$ cat src/rtl/tasl_pkg.sv
// Types and constants for the three-axis servo slew limiter.
// No dependencies.
package tasl_pkg;

  localparam int AXIS_COUNT  = 3;
  localparam int VALUE_WIDTH = 16;

  typedef logic [VALUE_WIDTH-1:0] value_t;
  typedef logic [AXIS_COUNT-1:0]  axis_mask_t;

  localparam value_t RESET_POSITION = 16'd1875;

  typedef enum logic [1:0] {
    KIND_MOVE   = 2'd0,
    KIND_TICK   = 2'd1,
    KIND_CANCEL = 2'd2
  } kind_t;

  localparam int AXIS_BASE  = 0;
  localparam int AXIS_LOWER = 1;
  localparam int AXIS_UPPER = 2;

  typedef struct packed {
    value_t pos;
    logic   done;
  } axis_res_t;

endpackage

$ cat src/rtl/three_axis_servo_slew_limiter.sv
// Three-axis servo slew limiter: input register, one-step update logic, result register.
// Uses tasl_pkg.
// An accepted item is held in the input register, then its update is held in the result register, where it is valid.
// Throughput: one item per cycle while out_ready is high; the input register takes an item while a result waits.
// The update of all axes is one add or subtract and compare per axis, all combinational.
// Reset (synchronous, rst_n low): positions 1875, goals and steps 0, axes done, no move.
module three_axis_servo_slew_limiter (
  input  logic                clk,
  input  logic                rst_n,
  input  logic                in_valid,
  output logic                in_ready,
  input  logic [1:0]          in_kind,
  input  tasl_pkg::value_t    in_base_target,
  input  tasl_pkg::value_t    in_lower_target,
  input  tasl_pkg::value_t    in_upper_target,
  input  tasl_pkg::value_t    in_base_step,
  input  tasl_pkg::value_t    in_lower_step,
  input  tasl_pkg::value_t    in_upper_step,
  output logic                out_valid,
  input  logic                out_ready,
  output tasl_pkg::value_t    out_base_compare,
  output tasl_pkg::value_t    out_lower_compare,
  output tasl_pkg::value_t    out_upper_compare,
  output logic                out_moving,
  output logic                out_finished
);

  function automatic tasl_pkg::axis_res_t step_axis(
    input tasl_pkg::value_t pos,
    input tasl_pkg::value_t goal,
    input tasl_pkg::value_t rate,
    input logic             done
  );
    tasl_pkg::axis_res_t        res;
    logic [tasl_pkg::VALUE_WIDTH:0] up_sum;
    tasl_pkg::value_t           gap;
    up_sum   = {1'b0, pos} + {1'b0, rate};
    gap      = pos - goal;
    res.pos  = pos;
    res.done = done;
    if (!done) begin
      if (pos < goal) begin
        if (up_sum > {1'b0, goal}) begin
          res.pos  = goal;
          res.done = 1'b1;
        end else begin
          res.pos = up_sum[tasl_pkg::VALUE_WIDTH-1:0];
        end
      end else if (pos > goal) begin
        if (gap < rate) begin
          res.pos  = goal;
          res.done = 1'b1;
        end else begin
          res.pos = pos - rate;
        end
      end else begin
        res.done = 1'b1;
      end
    end
    return res;
  endfunction

  logic                 in_fire;
  logic                 s1_fire;
  logic                 s1_valid_r;
  logic [1:0]           s1_kind_r;
  tasl_pkg::value_t     s1_target_r [tasl_pkg::AXIS_COUNT];
  tasl_pkg::value_t     s1_step_r   [tasl_pkg::AXIS_COUNT];

  tasl_pkg::value_t     pos_r   [tasl_pkg::AXIS_COUNT];
  tasl_pkg::value_t     pos_nxt [tasl_pkg::AXIS_COUNT];
  tasl_pkg::value_t     goal_r  [tasl_pkg::AXIS_COUNT];
  tasl_pkg::value_t     goal_nxt[tasl_pkg::AXIS_COUNT];
  tasl_pkg::value_t     rate_r  [tasl_pkg::AXIS_COUNT];
  tasl_pkg::value_t     rate_nxt[tasl_pkg::AXIS_COUNT];
  tasl_pkg::axis_mask_t done_r;
  tasl_pkg::axis_mask_t done_nxt;
  logic                 active_r;
  logic                 active_nxt;
  logic                 finished_nxt;
  tasl_pkg::axis_res_t  res     [tasl_pkg::AXIS_COUNT];

  logic                 out_valid_r;
  tasl_pkg::value_t     out_pos_r [tasl_pkg::AXIS_COUNT];
  logic                 out_moving_r;
  logic                 out_finished_r;

  assign s1_fire  = s1_valid_r && (!out_valid_r || out_ready);
  assign in_ready = !s1_valid_r || s1_fire;
  assign in_fire  = in_valid && in_ready;

  always_ff @(posedge clk) begin
    if (!rst_n) begin
      s1_valid_r  <= 1'b0;
      out_valid_r <= 1'b0;
    end else begin
      if (in_ready) begin
        s1_valid_r <= in_valid;
      end
      if (s1_fire) begin
        out_valid_r <= 1'b1;
      end else if (out_ready) begin
        out_valid_r <= 1'b0;
      end
    end
  end

  always_ff @(posedge clk) begin
    if (in_fire) begin
      s1_kind_r                         <= in_kind;
      s1_target_r[tasl_pkg::AXIS_BASE]  <= in_base_target;
      s1_target_r[tasl_pkg::AXIS_LOWER] <= in_lower_target;
      s1_target_r[tasl_pkg::AXIS_UPPER] <= in_upper_target;
      s1_step_r[tasl_pkg::AXIS_BASE]    <= in_base_step;
      s1_step_r[tasl_pkg::AXIS_LOWER]   <= in_lower_step;
      s1_step_r[tasl_pkg::AXIS_UPPER]   <= in_upper_step;
    end
  end

  always_comb begin
    pos_nxt      = pos_r;
    goal_nxt     = goal_r;
    rate_nxt     = rate_r;
    done_nxt     = done_r;
    active_nxt   = active_r;
    finished_nxt = 1'b0;
    for (int a = 0; a < tasl_pkg::AXIS_COUNT; a++) begin
      res[a] = step_axis(pos_r[a], goal_r[a], rate_r[a], done_r[a]);
    end
    case (s1_kind_r)
      tasl_pkg::KIND_MOVE: begin
        for (int a = 0; a < tasl_pkg::AXIS_COUNT; a++) begin
          res[a]      = step_axis(pos_r[a], s1_target_r[a], s1_step_r[a],
                                  (s1_step_r[a] == '0));
          goal_nxt[a] = s1_target_r[a];
          rate_nxt[a] = s1_step_r[a];
          pos_nxt[a]  = res[a].pos;
          done_nxt[a] = res[a].done;
        end
        active_nxt = 1'b1;
      end
      tasl_pkg::KIND_TICK: begin
        if (active_r) begin
          if (&done_r) begin
            active_nxt   = 1'b0;
            finished_nxt = 1'b1;
          end else begin
            for (int a = 0; a < tasl_pkg::AXIS_COUNT; a++) begin
              pos_nxt[a]  = res[a].pos;
              done_nxt[a] = res[a].done;
            end
          end
        end
      end
      tasl_pkg::KIND_CANCEL: begin
        active_nxt = 1'b0;
      end
      default: begin
      end
    endcase
  end

  always_ff @(posedge clk) begin
    if (!rst_n) begin
      for (int a = 0; a < tasl_pkg::AXIS_COUNT; a++) begin
        pos_r[a]  <= tasl_pkg::RESET_POSITION;
        goal_r[a] <= '0;
        rate_r[a] <= '0;
      end
      done_r   <= '1;
      active_r <= 1'b0;
    end else if (s1_fire) begin
      pos_r    <= pos_nxt;
      goal_r   <= goal_nxt;
      rate_r   <= rate_nxt;
      done_r   <= done_nxt;
      active_r <= active_nxt;
    end
  end

  always_ff @(posedge clk) begin
    if (s1_fire) begin
      out_pos_r      <= pos_nxt;
      out_moving_r   <= active_nxt;
      out_finished_r <= finished_nxt;
    end
  end

  assign out_valid         = out_valid_r;
  assign out_base_compare  = out_pos_r[tasl_pkg::AXIS_BASE];
  assign out_lower_compare = out_pos_r[tasl_pkg::AXIS_LOWER];
  assign out_upper_compare = out_pos_r[tasl_pkg::AXIS_UPPER];
  assign out_moving        = out_moving_r;
  assign out_finished      = out_finished_r;

endmodule

$ cat config.mk
export PLATFORM = sky130hd
export DESIGN_NAME = three_axis_servo_slew_limiter
export DESIGN_NICKNAME = d
export VERILOG_FILES = /design/src/rtl/tasl_pkg.sv /design/src/rtl/three_axis_servo_slew_limiter.sv
export SDC_FILE = /design/constraint.sdc
export NUM_CORES = 2
export LEC_CHECK = 0
export ABC_AREA = 1
export BUFFER_PORTS_ARGS = -buffer_cell sky130_fd_sc_hd__clkbuf_2
export CAP_MARGIN = 20
export CORE_MARGIN = 2
export CORE_UTILIZATION = 55
export CTS_CLUSTER_SIZE = 12
export DETAILED_ROUTE_END_ITERATION = 7
export PLACE_DENSITY = 0.72
export SLEW_MARGIN = 20
export SYNTH_ARGS = -nofsm -noshare
export SYNTH_HDL_FRONTEND = slang
export SYNTH_SLANG_ARGS = --single-unit
$ cat constraint.sdc
create_clock -name clk -period 5.2 [get_ports clk]
set_input_delay 1.04 -clock clk [delete_from_list [all_inputs] [get_ports clk]]
set_output_delay 1.04 -clock clk [all_outputs]
set_load 0.02 [all_outputs]
Yosys cells after proc, flatten, opt, wreduce, memory -nomap -nowiden
Memories as Yosys holds them, arrays and structs flattened.
Index checks and enable logic that the tools add are counted.
{"block": "classes", "addsub": 18, "n_mul": 0, "div_mod_pow": 0, "order_cmp": 24, "n_eq_ne": 4, "n_shift": 0, "muxes": 62, "bitwise_logic": 0, "n_reduce_logical": 16}
{"operator": "16-bit two-way mux", "count": 18}
{"operator": "17-bit two-way mux", "count": 12}
{"operator": "16-bit less-than comparator", "count": 12}
{"operator": "16-bit subtractor", "count": 12}
{"operator": "16-bit by 16-bit adder with 17-bit output", "count": 6}
{"operator": "17-bit by 16-bit > comparator with 1-bit output", "count": 6}
{"operator": "16-bit > comparator", "count": 6}
{"operator": "48-bit two-way mux", "count": 2}
{"operator": "48-bit case mux with 2 select lines", "count": 1}
{"operator": "16-bit zero test", "count": 3}
{"operator": "1-bit two-way mux", "count": 25}
{"operator": "3-bit two-way mux", "count": 2}
{"operator": "3-bit case mux with 2 select lines", "count": 1}
{"operator": "2-bit != test, second input constant", "count": 2}
{"operator": "2-bit AND reduction", "count": 2}
{"operator": "4-bit AND reduction", "count": 1}
{"operator": "2-bit nonzero test", "count": 2}
{"operator": "1-bit case mux with 3 select lines", "count": 1}
{"operator": "3-bit AND reduction", "count": 1}
{"operator": "2-bit by 1-bit == test with 1-bit output, second input constant", "count": 1}
{"operator": "2-bit == test, second input constant", "count": 1}
{"operator": "1-bit logical AND", "count": 2}
{"operator": "1-bit zero test", "count": 2}
{"operator": "2-bit zero test", "count": 1}
{"operator": "1-bit logical OR", "count": 2}
{"block": "word_totals", "ff_bits": 202, "latchBits": 0, "ramBits": 96, "rom_bits": 0, "input_bits": 102, "output_inout_bits": 52, "n_memories": 2}
{"memory": "s1_step_r", "words": 3, "word_bits": 16, "read_ports": 3, "rd_clocked_by_memory_dff": 0, "write_ports": 3, "line": "three_axis_servo_slew_limiter.sv:68", "source": "tasl_pkg::value_t s1_step_r [tasl_pkg::AXIS_COUNT];"}
{"memory": "s1_target_r", "words": 3, "word_bits": 16, "read_ports": 3, "rd_clocked_by_memory_dff": 0, "write_ports": 3, "line": "three_axis_servo_slew_limiter.sv:67", "source": "tasl_pkg::value_t s1_target_r [tasl_pkg::AXIS_COUNT];"}

Depth between registers and ports, before layout
{"block": "logic_depth", "ltp_word": 9, "ltp_mapped": 34, "ltp_nobuf": 33}

Worst setup path before layout
No wires, ideal clock.
{"block": "synth_path", "kind": "register to register", "start": "register pos_r[33] in the netlist's numbering", "end": "register out_pos_r (netlist bit out_base_compare[13]), data pin", "setup_time_ns": 0.253, "t_arrival_ns": 3.947, "required_time_ns": 4.947, "setup_slack_ns": 1.000, "path_stages_with_launch": 31, "path_buffers": 2, "period_less_slack_ns": 4.200, "cell_sequence": "dfxtp_1 -> inv_1 -> fa_1 -> nor2_1 -> a211oi_2 -> o21ai_1 -> inv_1 -> nor2_1 -> nand2_1 -> nand2_1 -> nand3_1 -> nand2_1 -> xor2_1 -> ha_1 -> nand2_1 -> inv_1 -> nand3_1 -> nor3_1 -> nand2_1 -> nand2_1 -> clkbuf_1 -> clkbuf_1 -> nand2_1 -> nand3_1 -> nand2_1 -> nand2_1 -> nand2_1 -> nand2_1 -> nand2_1 -> nor2_1 -> nor2_1"}
{"item": "from (decl)", "line": "three_axis_servo_slew_limiter.sv:70", "source": "tasl_pkg::value_t pos_r [tasl_pkg::AXIS_COUNT];"}
{"item": "from (signal, indexed assignment)", "line": "three_axis_servo_slew_limiter.sv:166", "source": "pos_r[a] <= tasl_pkg::RESET_POSITION;"}
{"item": "from (signal assigned)", "line": "three_axis_servo_slew_limiter.sv:173", "source": "pos_r <= pos_nxt;"}
{"item": "to (signal assigned)", "line": "three_axis_servo_slew_limiter.sv:183", "source": "out_pos_r <= pos_nxt;"}
{"item": "to (decl)", "line": "three_axis_servo_slew_limiter.sv:84", "source": "tasl_pkg::value_t out_pos_r [tasl_pkg::AXIS_COUNT];"}

==> metrics.md <==
| Metric | Value |
|---|---|
| Critical Path RT | `5.74 ns` |
| Die X | `251 microns` |
| Aggregate global routing overflow | `0` |
| Bufs on Longest Clock Path | `3` |
| Top sig layer | `met5` |
| First-pass iteration count of the detailed router | `6` |
| Placed cell count | `slightly below 6000` |
| WL/cell | `20.3 microns` |
| Power per Cell Area | `~300 mW/mm^2` |
| Slew @ Worst Pin | `approximately 1.1 ns` |
| Final std cells w/o fill | `5941` |
| Top FF cell, synth | `dfxtp_1` |
| GRT Total Usage | `0.375` |
| Crit Path Max Fanout | `25` |
| Largest net degree at the start of global routing | `190` |
| Via density | `slightly below 6` |
| Initial drt markers | `approximately 3500` |
| Detailed placement HPWL | `about 97000 microns` |
| Synth warnings | `0` |
| Final hold vios | `0` |
| Final Skew | `just under 0.03 ns` |
| Met3 Routed Length | `11400 microns` |
| Final Setup Violations | `0` |
| Relative slew slack | `0.244` |
| Routability cong. | `1.03` |
| Final layout net count | `approximately 5700` |
| Crit path time final | `4.94 ns` |
| I/O Pins | `154` |
| Unrepaired setup endpoints after global routing | `false` |
| Mean Syn Cell Area | `approximately 6.7 sq um` |
| Wirelength, routed | `roughly 120000 microns` |
| Worst Setup Start Kind | `register` |
| Slowest stage delay, CP | `around 0.63 ns` |
| Input/output buffers | `about 150` |
| Row count | `90` |
| CTS Buf Count | `39` |
| Area grow syn2layout | `8.97%` |
| Max Cap Viol | `0` |
| Most frequent cell after synthesis | `nand2_1` |
| Hold WC Path Type | `register to register` |
| Sinks on the clock net | `298` |
| Drt drc | `0` |
| Skew-Pair Late Insertion Delay | `between 0.6 and 0.7 ns` |
| Cell family with most CP delay | `simple AND/OR/NAND/NOR gates` |
| Global-route wire length before repair | `about 180000 microns` |
| Initial antenna violation count | `7` |
| Core Region | `approximately 0.060 sq mm` |
| Leak Pwr | `~18 nW` |
| TritonCTS clock tree | `done` |
| H-tree Lvls | `2` |
| Slew Limit Fails | `0` |
| Top cells by count, synth | `nand2_1, inv_1, a21oi_1` |
| FF+latch count, synth | `a little under 300` |
| Clk slew on worst S/H paths | `around 0.060 ns` |
| Met2 WL | `between 50000 and 60000 microns` |
| Ant. Diodes | `0` |
| Yosys cell types | `65` |
| Top cell type by total area after synthesis | `ha_1` |
| Mapped cell area | `about 0.034 sq mm` |
| Vias | `about 35000` |
| CP most frequent cell | `nand2_1` |
| Synthesized netlist cell count | `5003` |
| Die H | `around 250 microns` |
| CP Class | `register to register` |
| Post-CTS Setup Bufs | `0` |
| Hold-fix buffers, CTS | `0` |
| Metal1 wirelength | `50800 microns` |
| Share of layout cells above drive strength 1 | `0.0828` |
| Post-synth EDFFs | `between 100 and 150` |
| FMAX | `0.203 GHz` |
| Clk root buf | `clkbuf_16` |
| Status | `completed` |
| Vias in the first global route | `32500` |
| Initial core utilization | `0.557` |
| Worst Path Arrival | `between 5 and 6 ns` |
| Antenna Nets Post-Route | `0` |
| Seq/Total Area, Yosys | `0.222` |
| Final cycle utilization of the critical path | `0.949` |
| Post-Syn Nets | `5591` |
| Area contributors post-synth | `ha_1, nand2_1, edfxtp_1` |
| Worst Path Buf+Inv | `2` |
| Max VDD drop | `approximately 0.00029 V` |
| Fin Setup TNS | `0 ns` |
| CP max-delay cell | `dfxtp_1` |
| Ys async rst share | `0` |
| Worst setup EP type | `register` |
| Die footprint | `~0.063 sq mm` |
| Area share of the largest cell type after synthesis | `0.174` |
## cell type report
class | count | area [sq um]
Inverter | 666 | 2510
Fill cell | 5906 | 23800
Clock buffer | 52 | 1090
Sequential cell | 298 | 7450
Tap cell | 782 | 978
Multi-Input combinational cell | 3889 | 23000
Clock inverter | 20 | 166
Timing Repair Buffer | 234 | 1410
## what timing repair did
action                                  4_1_cts  5_1_grt
endpoints found under the setup margin        0       42
resized for setup                             0       10
endpoints found under the hold margin         0        0
## flip-flops by register name (all words and copies together), names as in the netlist
register,count
s1_kind_r,2
out_valid,1
pos_r,48
out_lower_compare,16
s1_target_r,48
out_moving,1
done_r,3
s1_valid_r,1
out_upper_compare,16
active_r,1
s1_step_r,48
out_base_compare,16
rate_r,48
goal_r,48
out_finished,1
## power breakdown
group	total (mW)	internal (mW)	switching (mW)
clock network	2.67	1.49	1.17
registers	2.82	2.62	0.194
logic	5.24	1.80	3.44
total	10.7	5.92	4.81
## cell families (layout without fill, tap and decap cells)
group,count (synthesis),after routing,share of synthesized area
flip-flops,298,298,0.222
adder cells (fa/ha/maj),486,486,0.185
XOR/XNOR,213,213,0.0555
AO/OA/AOI/OAI,1177,1177,0.192
AND/OR/NAND/NOR,2013,2013,0.252
buffers and inverters,816,972,0.0943
## worst min-delay path: cells and delay by family, from the launching register on
kind	cells	cell delay, ns
buffers and inverters	1	0.09
AOI/OAI and AO/OA	1	0.07
DFF	1	0.31
## metrics by stage
stage	hold slack, ns	setup slack (ns)	power (mW)	util	area (sq um)
global route	0.553	0.00727	11.4	0.606	36600
floorplan	0.476	1.00	6.54	-	33600
finish	0.520	0.265	10.7	0.606	36600
CTS	0.513	0.163	10.6	0.606	36600
global placement	0.499	0.292	7.89	0.585	35300
detailed placement	0.504	0.217	7.93	0.585	35300
## placed cells by master (no fill, tap or decap), types with 11 or more instances in the layout
master and n:
xnor2_1 42, o21ai_1 81, inv_1 587, a31oi_1 29, nand4_1 61, nand2_1 1210
a21oi_1 586, inv_2 72, nand3_1 352, o21a_1 11, xor2_1 171, clkbuf_2 152
nor3_1 48, dfxtp_1 145, fa_1 18, o211ai_1 52, buf_4 79, edfxtp_1 148
a21o_1 29, o21bai_1 31, nor2_1 268, o21ai_0 300, clkbuf_16 40, ha_1 468
nor4_1 15
## path summary, 6_finish.rpt
check | start | endpoint | slack, ns | cells after the start
max reg2reg | pos_r[5] | pos_r[1] | 0.26 | 26
min reg2reg | done_r[2] | done_r[2] | 0.52 | 2
min | done_r[2] | done_r[2] | 0.52 | 2
max | pos_r[5] | pos_r[1] | 0.26 | 26
## routing by layer
metal | track usage | vias up
met1 | 0.505 | 16000
met2 | 0.591 | 1730
met4 | 0.170 | 2
met5 | 0 | -
met3 | 0.0582 | 280
li1 | - | 17100
(Power assumes the default switching activity.)
